## src/design/rfc_pkg.sv

```systemverilog
// ----------------------------------------------------------------------------
// rfc_pkg
// Shared types, constants and helpers for the rgb fade cycle generator.
// ----------------------------------------------------------------------------
package rfc_pkg;

    localparam int TIME_BITS = 48;
    localparam int COLOR_W   = 24;
    localparam int MS_W      = 16;
    localparam int CH_W      = 8;
    localparam int NUM_CH    = 3;
    localparam int US_PER_MS = 1000;
    // (2^TIME_BITS - 1) / 1000 fits below 2^(TIME_BITS - 9)
    localparam int PROG_W    = TIME_BITS - 9;
    localparam int NUM_W     = CH_W + MS_W;
    localparam int PROD_W    = MS_W + 10;
    localparam int DIV_CNT_W = $clog2(TIME_BITS + 1);
    localparam int ADDR_W    = 5;
    localparam int APB_W     = 32;

    localparam logic [1:0] CH_LAST = 2'(NUM_CH - 1);

    typedef enum logic [1:0] {
        OP_TICK,
        OP_START,
        OP_PAUSE,
        OP_STOP
    } t_op;

    typedef enum logic [2:0] {
        REG_ON_COLOR,
        REG_OFF_COLOR,
        REG_FADE_IN_TIME,
        REG_HOLD_TIME,
        REG_FADE_OUT_TIME,
        REG_CYCLE_LENGTH
    } t_reg_idx;

    typedef enum logic [3:0] {
        S_IDLE,
        S_EXEC,
        S_DIV_MS,
        S_MOD,
        S_ANCHOR,
        S_PHASE,
        S_MUL_A,
        S_MUL_B,
        S_DIV_CH,
        S_OUT
    } t_state;

    typedef struct packed {
        logic                 start;
        logic [TIME_BITS-1:0] dividend;
        logic [MS_W-1:0]      divisor;
        logic [DIV_CNT_W-1:0] nbits;
    } t_div_ctl;

    typedef struct packed {
        logic                 done;
        logic [TIME_BITS-1:0] quot;
        logic [MS_W-1:0]      rem;
    } t_div_sts;

    // channel 0 is red in the top byte
    function automatic logic [CH_W-1:0] chan_get(input logic [COLOR_W-1:0] color,
                                                 input logic [1:0] ch);
        logic [CH_W-1:0] v;
        case (ch)
            2'd0:    v = color[23:16];
            2'd1:    v = color[15:8];
            default: v = color[7:0];
        endcase
        return v;
    endfunction

endpackage

```

## src/design/rgb_fade_cycle_generator_core.sv

```systemverilog
// ----------------------------------------------------------------------------
// rgb_fade_cycle_generator_core
// Heartbeat-synchronised rgb fade cycle: fade, hold, fade back.
// ----------------------------------------------------------------------------
// a tick divides the elapsed time down to ms, wraps it by the cycle length when
// needed, and in a fade blends each colour channel with a multiply and a divide
// throughput: one item at a time, taken only in idle; the shared bit-serial divider
// (48 bits for the ms count, 39 for the wrap, 24 per colour channel) does the work
// reset: synchronous, active low; config registers to defaults, control state cleared
module rgb_fade_cycle_generator_core (
    input  logic                         i_clk,
    input  logic                         i_rst_n,
    // input stream
    input  logic                         i_s_axis_tvalid,
    output logic                         o_s_axis_tready,
    input  logic [55:0]                  i_s_axis_tdata,  // heartbeat[7:0], now_us[55:8]
    input  logic [1:0]                   i_s_axis_tuser,  // op[1:0]
    // output stream
    output logic                         o_m_axis_tvalid,
    input  logic                         i_m_axis_tready,
    output logic [23:0]                  o_m_axis_tdata,  // red[7:0], green[15:8], blue[23:16]
    // configuration
    input  logic                         psel,
    input  logic                         penable,
    input  logic                         pwrite,
    input  logic [rfc_pkg::ADDR_W-1:0]   paddr,
    input  logic [rfc_pkg::APB_W-1:0]    pwdata,
    output logic [rfc_pkg::APB_W-1:0]    prdata,
    output logic                         pready
);

    localparam logic [rfc_pkg::DIV_CNT_W-1:0] TB =
        rfc_pkg::DIV_CNT_W'(rfc_pkg::TIME_BITS);

    // configuration registers
    logic [rfc_pkg::COLOR_W-1:0] r_on, r_off;
    logic [rfc_pkg::MS_W-1:0]    r_fi, r_hold, r_fo, r_cl;

    // control state
    rfc_pkg::t_state             r_state, n_state;
    logic                        r_running, n_running;
    logic                        r_paused, n_paused;
    logic [7:0]                  r_last_hb, n_last_hb;
    logic [rfc_pkg::TIME_BITS-1:0] r_cycle_start, n_cycle_start;
    logic                        r_out_valid, n_out_valid;

    // working registers
    rfc_pkg::t_op                r_op, n_op;
    logic [7:0]                  r_hb, n_hb;
    logic [rfc_pkg::TIME_BITS-1:0] r_now, n_now;
    logic [rfc_pkg::MS_W-1:0]    r_p, n_p;
    logic [rfc_pkg::COLOR_W-1:0] r_from, n_from, r_to, n_to, r_rgb, n_rgb;
    logic [rfc_pkg::MS_W-1:0]    r_el, n_el, r_tot, n_tot;
    logic [1:0]                  r_ch, n_ch;
    logic [rfc_pkg::NUM_W-1:0]   r_acc, n_acc;
    logic [rfc_pkg::COLOR_W-1:0] r_out_data, n_out_data;

    rfc_pkg::t_div_ctl           w_div_ctl;
    rfc_pkg::t_div_sts           w_div_sts;

    logic                        w_accept, w_cfg_wr, w_out_space;
    logic [rfc_pkg::TIME_BITS-1:0] w_diff;
    logic [rfc_pkg::PROG_W-1:0]  w_prog;
    logic [rfc_pkg::MS_W-1:0]    w_len;
    logic                        w_wrap;
    logic [rfc_pkg::PROD_W-1:0]  w_prod;
    logic [rfc_pkg::MS_W:0]      w_fi_hold;
    logic                        w_in_fade1, w_in_hold, w_skip, w_direct;
    logic [rfc_pkg::MS_W-1:0]    w_el, w_tot;
    logic [rfc_pkg::COLOR_W-1:0] w_from, w_to;
    logic [rfc_pkg::NUM_W-1:0]   w_sum;
    logic                        w_run_active;
    rfc_pkg::t_reg_idx           w_reg_idx;

    rfc_div u_div (
        .i_clk   (i_clk),
        .i_rst_n (i_rst_n),
        .i_ctl   (w_div_ctl),
        .o_sts   (w_div_sts)
    );

    // ---------------- handshakes ----------------
    assign o_s_axis_tready = (r_state == rfc_pkg::S_IDLE);
    assign w_accept        = i_s_axis_tvalid && o_s_axis_tready;
    assign o_m_axis_tvalid = r_out_valid;
    assign o_m_axis_tdata  = {r_out_data[7:0], r_out_data[15:8], r_out_data[23:16]};
    assign w_out_space     = !r_out_valid || i_m_axis_tready;

    // ---------------- configuration port ----------------
    assign pready    = 1'b1;
    assign w_reg_idx = rfc_pkg::t_reg_idx'(paddr[4:2]);
    assign w_cfg_wr  = psel && penable && pwrite && pready;

    always_comb begin
        case (w_reg_idx)
            rfc_pkg::REG_ON_COLOR:      prdata = rfc_pkg::APB_W'(r_on);
            rfc_pkg::REG_OFF_COLOR:     prdata = rfc_pkg::APB_W'(r_off);
            rfc_pkg::REG_FADE_IN_TIME:  prdata = rfc_pkg::APB_W'(r_fi);
            rfc_pkg::REG_HOLD_TIME:     prdata = rfc_pkg::APB_W'(r_hold);
            rfc_pkg::REG_FADE_OUT_TIME: prdata = rfc_pkg::APB_W'(r_fo);
            rfc_pkg::REG_CYCLE_LENGTH:  prdata = rfc_pkg::APB_W'(r_cl);
            default:                    prdata = '0;
        endcase
    end

    always_ff @(posedge i_clk) begin
        if (!i_rst_n) begin
            r_on   <= 24'hFFFFFF;
            r_off  <= '0;
            r_fi   <= 16'd400;
            r_hold <= 16'd200;
            r_fo   <= 16'd400;
            r_cl   <= 16'd1000;
        end else if (w_cfg_wr) begin
            case (w_reg_idx)
                rfc_pkg::REG_ON_COLOR:      r_on   <= pwdata[rfc_pkg::COLOR_W-1:0];
                rfc_pkg::REG_OFF_COLOR:     r_off  <= pwdata[rfc_pkg::COLOR_W-1:0];
                rfc_pkg::REG_FADE_IN_TIME:  r_fi   <= pwdata[rfc_pkg::MS_W-1:0];
                rfc_pkg::REG_HOLD_TIME:     r_hold <= pwdata[rfc_pkg::MS_W-1:0];
                rfc_pkg::REG_FADE_OUT_TIME: r_fo   <= pwdata[rfc_pkg::MS_W-1:0];
                rfc_pkg::REG_CYCLE_LENGTH:  r_cl   <= pwdata[rfc_pkg::MS_W-1:0];
                default: ;
            endcase
        end
    end

    // ---------------- datapath helpers ----------------
    always_comb begin
        w_run_active = r_running && !r_paused;
        // a new heartbeat re-anchors at now, so the elapsed time is zero
        w_diff = (r_hb != r_last_hb) ? '0 : (r_now - r_cycle_start);
        w_prog = w_div_sts.quot[rfc_pkg::PROG_W-1:0];
        w_len  = (r_cl == '0) ? rfc_pkg::MS_W'(1) : r_cl;
        w_wrap = (w_prog >= rfc_pkg::PROG_W'(w_len));
        w_prod = rfc_pkg::PROD_W'(r_p) * rfc_pkg::PROD_W'(rfc_pkg::US_PER_MS);

        w_fi_hold  = {1'b0, r_fi} + {1'b0, r_hold};
        w_in_fade1 = (r_p < r_fi);
        w_in_hold  = ({1'b0, r_p} < w_fi_hold);
        if (w_in_fade1) begin
            w_el   = r_p;
            w_tot  = r_fi;
            w_from = r_on;
            w_to   = r_off;
        end else begin
            w_el   = rfc_pkg::MS_W'({1'b0, r_p} - w_fi_hold);
            w_tot  = r_fo;
            w_from = r_off;
            w_to   = r_on;
        end
        w_skip   = (w_tot == '0) || (w_el >= w_tot);
        w_direct = (!w_in_fade1 && w_in_hold) || w_skip;

        w_sum = r_acc + rfc_pkg::NUM_W'(rfc_pkg::chan_get(r_to, r_ch))
                      * rfc_pkg::NUM_W'(r_el);
    end

    // ---------------- next state ----------------
    always_comb begin
        n_state = r_state;
        case (r_state)
            rfc_pkg::S_IDLE:
                if (w_accept) n_state = rfc_pkg::S_EXEC;
            rfc_pkg::S_EXEC: begin
                case (r_op)
                    rfc_pkg::OP_TICK:
                        n_state = w_run_active ? rfc_pkg::S_DIV_MS : rfc_pkg::S_IDLE;
                    rfc_pkg::OP_START:
                        n_state = w_run_active ? rfc_pkg::S_IDLE : rfc_pkg::S_OUT;
                    rfc_pkg::OP_STOP:
                        n_state = rfc_pkg::S_OUT;
                    default:
                        n_state = rfc_pkg::S_IDLE;
                endcase
            end
            rfc_pkg::S_DIV_MS:
                if (w_div_sts.done) n_state = w_wrap ? rfc_pkg::S_MOD : rfc_pkg::S_PHASE;
            rfc_pkg::S_MOD:
                if (w_div_sts.done) n_state = rfc_pkg::S_ANCHOR;
            rfc_pkg::S_ANCHOR:
                n_state = rfc_pkg::S_PHASE;
            rfc_pkg::S_PHASE:
                n_state = w_direct ? rfc_pkg::S_OUT : rfc_pkg::S_MUL_A;
            rfc_pkg::S_MUL_A:
                n_state = rfc_pkg::S_MUL_B;
            rfc_pkg::S_MUL_B:
                n_state = rfc_pkg::S_DIV_CH;
            rfc_pkg::S_DIV_CH:
                if (w_div_sts.done)
                    n_state = (r_ch == rfc_pkg::CH_LAST) ? rfc_pkg::S_OUT : rfc_pkg::S_MUL_A;
            rfc_pkg::S_OUT:
                if (w_out_space) n_state = rfc_pkg::S_IDLE;
            default:
                n_state = rfc_pkg::S_IDLE;
        endcase
    end

    // ---------------- datapath and outputs ----------------
    always_comb begin
        n_running     = r_running;
        n_paused      = r_paused;
        n_last_hb     = r_last_hb;
        n_cycle_start = r_cycle_start;
        n_out_valid   = r_out_valid && !i_m_axis_tready;
        n_out_data    = r_out_data;
        n_op          = r_op;
        n_hb          = r_hb;
        n_now         = r_now;
        n_p           = r_p;
        n_from        = r_from;
        n_to          = r_to;
        n_rgb         = r_rgb;
        n_el          = r_el;
        n_tot         = r_tot;
        n_ch          = r_ch;
        n_acc         = r_acc;

        w_div_ctl.start    = 1'b0;
        w_div_ctl.dividend = w_diff;
        w_div_ctl.divisor  = rfc_pkg::MS_W'(rfc_pkg::US_PER_MS);
        w_div_ctl.nbits    = TB;

        case (r_state)
            rfc_pkg::S_IDLE: begin
                if (w_accept) begin
                    n_op  = rfc_pkg::t_op'(i_s_axis_tuser);
                    n_hb  = i_s_axis_tdata[7:0];
                    n_now = i_s_axis_tdata[55:8];
                end
            end
            rfc_pkg::S_EXEC: begin
                case (r_op)
                    rfc_pkg::OP_TICK: begin
                        if (w_run_active) begin
                            if (r_hb != r_last_hb) begin
                                n_cycle_start = r_now;
                                n_last_hb     = r_hb;
                            end
                            w_div_ctl.start = 1'b1;
                        end
                    end
                    rfc_pkg::OP_START: begin
                        if (!w_run_active) begin
                            n_running     = 1'b1;
                            n_paused      = 1'b0;
                            n_last_hb     = r_hb;
                            n_cycle_start = r_now;
                            n_rgb         = r_on;
                        end
                    end
                    rfc_pkg::OP_PAUSE: begin
                        if (r_running) n_paused = 1'b1;
                    end
                    default: begin
                        n_running     = 1'b0;
                        n_paused      = 1'b0;
                        n_last_hb     = '0;
                        n_cycle_start = '0;
                        n_rgb         = '0;
                    end
                endcase
            end
            rfc_pkg::S_DIV_MS: begin
                if (w_div_sts.done) begin
                    if (w_wrap) begin
                        w_div_ctl.start    = 1'b1;
                        w_div_ctl.dividend = rfc_pkg::TIME_BITS'(w_prog);
                        w_div_ctl.divisor  = w_len;
                        w_div_ctl.nbits    = rfc_pkg::DIV_CNT_W'(rfc_pkg::PROG_W);
                    end else begin
                        n_p = w_prog[rfc_pkg::MS_W-1:0];
                    end
                end
            end
            rfc_pkg::S_MOD: begin
                if (w_div_sts.done) n_p = w_div_sts.rem;
            end
            rfc_pkg::S_ANCHOR: begin
                n_cycle_start = r_now - rfc_pkg::TIME_BITS'(w_prod);
            end
            rfc_pkg::S_PHASE: begin
                n_el   = w_el;
                n_tot  = w_tot;
                n_from = w_from;
                n_to   = w_to;
                n_ch   = '0;
                if (!w_in_fade1 && w_in_hold) begin
                    n_rgb = r_off;
                end else if (w_skip) begin
                    n_rgb = w_to;
                end
            end
            rfc_pkg::S_MUL_A: begin
                n_acc = rfc_pkg::NUM_W'(rfc_pkg::chan_get(r_from, r_ch))
                      * rfc_pkg::NUM_W'(r_tot - r_el);
            end
            rfc_pkg::S_MUL_B: begin
                w_div_ctl.start    = 1'b1;
                w_div_ctl.dividend = rfc_pkg::TIME_BITS'(w_sum);
                w_div_ctl.divisor  = r_tot;
                w_div_ctl.nbits    = rfc_pkg::DIV_CNT_W'(rfc_pkg::NUM_W);
            end
            rfc_pkg::S_DIV_CH: begin
                if (w_div_sts.done) begin
                    case (r_ch)
                        2'd0:    n_rgb[23:16] = w_div_sts.quot[rfc_pkg::CH_W-1:0];
                        2'd1:    n_rgb[15:8]  = w_div_sts.quot[rfc_pkg::CH_W-1:0];
                        default: n_rgb[7:0]   = w_div_sts.quot[rfc_pkg::CH_W-1:0];
                    endcase
                    n_ch = r_ch + 2'd1;
                end
            end
            rfc_pkg::S_OUT: begin
                if (w_out_space) begin
                    n_out_valid = 1'b1;
                    n_out_data  = r_rgb;
                end
            end
            default: ;
        endcase
    end

    always_ff @(posedge i_clk) begin
        if (!i_rst_n) begin
            r_state       <= rfc_pkg::S_IDLE;
            r_running     <= 1'b0;
            r_paused      <= 1'b0;
            r_last_hb     <= '0;
            r_cycle_start <= '0;
            r_out_valid   <= 1'b0;
        end else begin
            r_state       <= n_state;
            r_running     <= n_running;
            r_paused      <= n_paused;
            r_last_hb     <= n_last_hb;
            r_cycle_start <= n_cycle_start;
            r_out_valid   <= n_out_valid;
        end
    end

    always_ff @(posedge i_clk) begin
        r_out_data <= n_out_data;
        r_op       <= n_op;
        r_hb       <= n_hb;
        r_now      <= n_now;
        r_p        <= n_p;
        r_from     <= n_from;
        r_to       <= n_to;
        r_rgb      <= n_rgb;
        r_el       <= n_el;
        r_tot      <= n_tot;
        r_ch       <= n_ch;
        r_acc      <= n_acc;
    end

endmodule

```

## src/design/rfc_div.sv

```systemverilog
// ----------------------------------------------------------------------------
// rfc_div
// Shared restoring divider, one quotient bit per cycle for nbits quotient bits.
// ----------------------------------------------------------------------------
module rfc_div (
    input  logic               i_clk,
    input  logic               i_rst_n,
    input  rfc_pkg::t_div_ctl  i_ctl,
    output rfc_pkg::t_div_sts  o_sts
);

    localparam logic [rfc_pkg::DIV_CNT_W-1:0] TB = rfc_pkg::DIV_CNT_W'(rfc_pkg::TIME_BITS);

    logic                            r_busy, n_busy;
    logic                            r_done, n_done;
    logic [rfc_pkg::DIV_CNT_W-1:0]   r_cnt, n_cnt;
    logic [rfc_pkg::TIME_BITS-1:0]   r_q, n_q;
    logic [rfc_pkg::MS_W-1:0]        r_rem, n_rem;
    logic [rfc_pkg::MS_W-1:0]        r_div, n_div;
    logic [rfc_pkg::MS_W:0]          w_trial;
    logic                            w_ge;

    always_comb begin
        w_trial = {r_rem, r_q[rfc_pkg::TIME_BITS-1]};
        w_ge    = (w_trial >= {1'b0, r_div});
    end

    always_comb begin
        n_busy = r_busy;
        n_done = 1'b0;
        n_cnt  = r_cnt;
        n_q    = r_q;
        n_rem  = r_rem;
        n_div  = r_div;
        if (i_ctl.start) begin
            // align the dividend to the top so quotient bits shift in below
            n_busy = 1'b1;
            n_cnt  = i_ctl.nbits;
            n_q    = i_ctl.dividend << (TB - i_ctl.nbits);
            n_rem  = '0;
            n_div  = i_ctl.divisor;
        end else if (r_busy) begin
            n_q   = {r_q[rfc_pkg::TIME_BITS-2:0], w_ge};
            n_rem = w_ge ? rfc_pkg::MS_W'(w_trial - {1'b0, r_div})
                         : w_trial[rfc_pkg::MS_W-1:0];
            n_cnt = r_cnt - 1'b1;
            if (r_cnt == rfc_pkg::DIV_CNT_W'(1)) begin
                n_busy = 1'b0;
                n_done = 1'b1;
            end
        end
    end

    always_ff @(posedge i_clk) begin
        if (!i_rst_n) begin
            r_busy <= 1'b0;
            r_done <= 1'b0;
            r_cnt  <= '0;
        end else begin
            r_busy <= n_busy;
            r_done <= n_done;
            r_cnt  <= n_cnt;
        end
    end

    always_ff @(posedge i_clk) begin
        r_q   <= n_q;
        r_rem <= n_rem;
        r_div <= n_div;
    end

    assign o_sts.done = r_done;
    assign o_sts.quot = r_q;
    assign o_sts.rem  = r_rem;

endmodule
```

## config.mk

```make
export PLATFORM = sky130hd
export DESIGN_NAME = rgb_fade_cycle_generator_core
export DESIGN_NICKNAME = d
export VERILOG_FILES = /design/src/design/rfc_pkg.sv /design/src/design/rgb_fade_cycle_generator_core.sv /design/src/design/rfc_div.sv
export SDC_FILE = /design/constraint.sdc
export NUM_CORES = 2
export LEC_CHECK = 0
export BUFFER_PORTS_ARGS = -buffer_cell sky130_fd_sc_hd__clkbuf_2
export CAP_MARGIN = 40
export CORE_ASPECT_RATIO = 1.5
export CORE_MARGIN = 1
export CORE_UTILIZATION = 25
export CTS_CLUSTER_DIAMETER = 80
export CTS_CLUSTER_SIZE = 20
export DETAILED_ROUTE_END_ITERATION = 16
export SLEW_MARGIN = 5
export SYNTH_ARGS = -nofsm -noshare
export SYNTH_HDL_FRONTEND = slang
export SYNTH_SLANG_ARGS = --single-unit
```

## constraint.sdc

```tcl
create_clock -name i_clk -period 15.26 [get_ports i_clk]
set_input_delay 2.289 -clock i_clk [delete_from_list [all_inputs] [get_ports i_clk]]
set_output_delay 2.289 -clock i_clk [all_outputs]
set_load 0.02 [all_outputs]
```

==> summary.md <==
| Metric | Value |
|---|---|
| Outcome | finished, final reports clean |
| Residual DRC | 0 |
| Maximum VDD drop | 0.1269 mV |
| I/O Buffers | between 100 and 150 |
| Async set or reset register ratio after synthesis | 0% |
| Fmax | 0.1110 GHz |
| Top FF cell, synth | edfxtp_1 |
| Register area share after synthesis | between 30% and 40% |
| Slew Limit Fails | 0 |
| Worst Path Required | 15670 ps |
| Type of the worst setup path | reg2reg |
| Setup bufs post-CTS | 0 |
| Post-DP HPWL | 107.9 mm |
| YS warnings | 0 |
| Synth Instances | 4716 |
| Die height | 500.0 um |
| Area delta synth->final | 10.86% |
| Max Cap Viol | 0 |
| Finished Layout Cells | 6947 |
| CTS Buffer Depth | 3 |
| Wirelength per Cell | roughly 20 um |
| Post-layout min period | ~9000 ps |
| EDFF count, synth | 292 |
| Count of final hold-check violations | 0 |
| Sw Share | 42.13% |
| Most used cell, CP | fa_1 |
| I/O pins | 161 |
| Syn_area_per_cell | 8.765 um^2 |
| Vias in the first global route | 35050 |
| First-pass GRT wire length | around 210 mm |
| Register share of total power | roughly 33% |
| Critical Path Sink Type | register |
| H-tree depth | 1 |
| Final WL | 135.5 mm |
| Via-to-Cell Ratio | 5.010 |
| CTS clk-pin slew, worst paths | ~100 ps |
| Fin crit share | 59.05% |
| Share of the synthesized area in the top cell type | a little over a fifth |
| Ranking of synthesized cells by area | edfxtp_1 (21%), fa_1 (13%), ha_1 (10%), dfxtp_1 (9.6%), nand2_1 (6.2%) |
| Cell row count | 182 |
| Synthesized area | 41340 um^2 |
| Crit-path slowest cell | o41ai_1 |
| Gr usage total | between 10% and 20% |
| Final TNS setup | 0 ps |
| RSZ-0062 raised after global routing | no |
| Routability cong. | 0.9702 |
| Total gr overflow | 0 |
| Pwr Density | 118.6 nW/um^2 |
| Clock sink count | 491 |
| Count leader, synth | nand2_1 |
| Unique masters post-synth | 85 |
| DRT iter0 DRCs | 2595 |
| Internal Dissipation | 3.146 mW |
| Cell Count Post-Placement | about 6900 |
| FF+latch count, synth | just under 500 |
| Via count | ~35000 |
| Static Leak | 19.21 nW |
| Yosys top cell by area | edfxtp_1 |
| Worst-skew pair later-pin latency | 660 ps |
| Peak fanout along the critical path | 9 |
| Psw | ~2.3 mW |
| Gate power share | 50.7% |
| Die area | 167000 um^2 |
| Remaining antenna violation count after routing | 0 |
| Crit path DAT | 9420 ps |
| Layout cells sized above 1 | 7.443% |
| Core area | 164000 um^2 |
| Pre-Repair DR Iteration Count | 6 |
| Synth top cells by count | nand2_1 (687), inv_1 (582), nor2_1 (358) |
| Clock Tree Root | clkbuf_16 |
| Largest net degree at the start of global routing | 77 |
| CTS buffer count | 30 |
| Final setup viols | 0 |
| CTS tree | built |
| Initial antenna violation count | 10 |
| PostCTS Resize Cnt | 0 |
| Nets | 5500 |
| Hold Buf Count CTS | 0 |
| Starting Density | 25.21% |
| Slew @ Worst Pin | around 1200 ps |
| Worst hold path type | reg2reg |
| Slew margin rel. | 22.08% |
| Clock Skews | about 31 ps |
| Die Wd | 334.0 um |
| Clock power share | between 10% and 20% |
| CP startpoint kind | register |
| CP peak stage delay | 780 ps |
==> cells by family after synthesis <==
| kind of cell | count (synthesis) | synth area share [%] |
|---|---|---|
| AO/OA/AOI/OAI | 1073 | 16.96 |
| XOR/XNOR | 169 | 3.581 |
| adder cells (fa/ha/maj) | 598 | 22.99 |
| buffers and inverters | 773 | 7.128 |
| flip-flops | 491 | 30.85 |
| multiplexers | 69 | 1.737 |
| other | 2 | 0.01817 |
| AND/OR/NAND/NOR | 1541 | 16.74 |
==> power by group through the flow <==
stage                     logic [mW]  clock network (mW)  registers, mW
after CTS                       2.76               0.931           1.77
after global placement          2.70                   0           1.80
after detailed placement        2.73                   0           1.80
final                           2.75               0.909           1.77
after floorplan                 2.03                   0           1.75
after global routing            3.09               0.963           1.79
==> routing by layer <==
metal | track usage (%) | vias to the layer above | wire length [um] | share of wire, %
met5 | 0 | - | 13 | 0.0096
met4 | 9.762 | 2 | 9141 | 6.7
met3 | 1.405 | 320 | 6391 | 4.7
met2 | 29.18 | 1184 | 69470 | 51
met1 | 17.76 | 16890 | 50490 | 37
li1 | - | 16400 | - | -
==> cells in the final DEF (no fill, tap or decap), types with 15 or more instances in the layout <==
| cell | count |
|---|---|
| a211oi_1 | 63 |
| a21boi_0 | 29 |
| a21o_1 | 63 |
| a21oi_1 | 281 |
| a221oi_1 | 24 |
| a22o_1 | 29 |
| a22oi_1 | 64 |
| a31oi_1 | 55 |
| and2_1 | 26 |
| buf_4 | 70 |
| clkbuf_1 | 18 |
| clkbuf_16 | 33 |
| clkbuf_2 | 141 |
| dfxtp_1 | 199 |
| edfxtp_1 | 292 |
| fa_1 | 269 |
| ha_1 | 329 |
| inv_1 | 580 |
| mux2_2 | 22 |
| mux2i_1 | 47 |
| nand2_1 | 687 |
| nand2b_1 | 62 |
| nand3_1 | 104 |
| nand4_1 | 27 |
| nor2_1 | 357 |
| nor2b_1 | 51 |
| nor3_1 | 72 |
| nor3b_1 | 15 |
| nor4_1 | 29 |
| o211ai_1 | 66 |
| o21a_1 | 34 |
| o21ai_0 | 196 |
| o21bai_1 | 21 |
| o31ai_1 | 21 |
| or2_2 | 20 |
| or3_1 | 23 |
| xnor2_1 | 115 |
| xor2_1 | 53 |
==> area by class of cell <==
type                            instances  area, um^2
Antenna cell                            8       20.02
Tap cell                             2116        2648
Multi-Input combinational cell       3459       25790
Clock inverter                          4       50.05
Inverter                              586        2202
Clock buffer                           51       893.4
Timing Repair Buffer                  232        1470
Fill cell                           17500      118100
Sequential cell                       491       12750
==> registers in the layout (all words and copies together), names as in the netlist, 24 cells and up <==
signal and count:
r_acc 24, r_cycle_start 48, r_from 24, r_now 48, r_off 24, r_on 24, r_out_data 24, r_rgb 24
r_to 24, u_div.r_q 48
==> path summary, 6_finish.rpt <==
kind	from	end	slack [ps]	cells after the start
min reg2reg	r_rgb[21]	r_out_data[21]	430	0
max	r_el[0]	r_acc[23]	6250	28
min	r_rgb[21]	r_out_data[21]	430	0
max reg2reg	r_el[0]	r_acc[23]	6250	28
==> critical path: cells and delay by family, from the launching register on <==
family                   cells  cell delay [ps]
AO/OA/AOI/OAI               12             3860
XOR/XNOR                     2              510
AND/OR/NAND/NOR              3              570
flip-flops                   1              560
adder cells (fa/ha/maj)      7             3060
buffers and inverters        4              220
==> per-stage QoR <==
stage | hold slack [ps] | power (mW) | util (%) | worst slack (ps) | cell area (um^2)
detailed placement | 407.2 | 4.535 | 27.36 | 6278 | 44860
CTS | 427.6 | 5.466 | 27.94 | 6232 | 45800
global placement | 405.0 | 4.498 | 27.17 | 6227 | 44550
floorplan | 400.3 | 3.783 | - | 7834 | 41360
global route | 431.6 | 5.844 | 27.95 | 5793 | 45820
finish | 427.1 | 5.436 | 27.95 | 6249 | 45830
(Power assumes the default switching activity.)
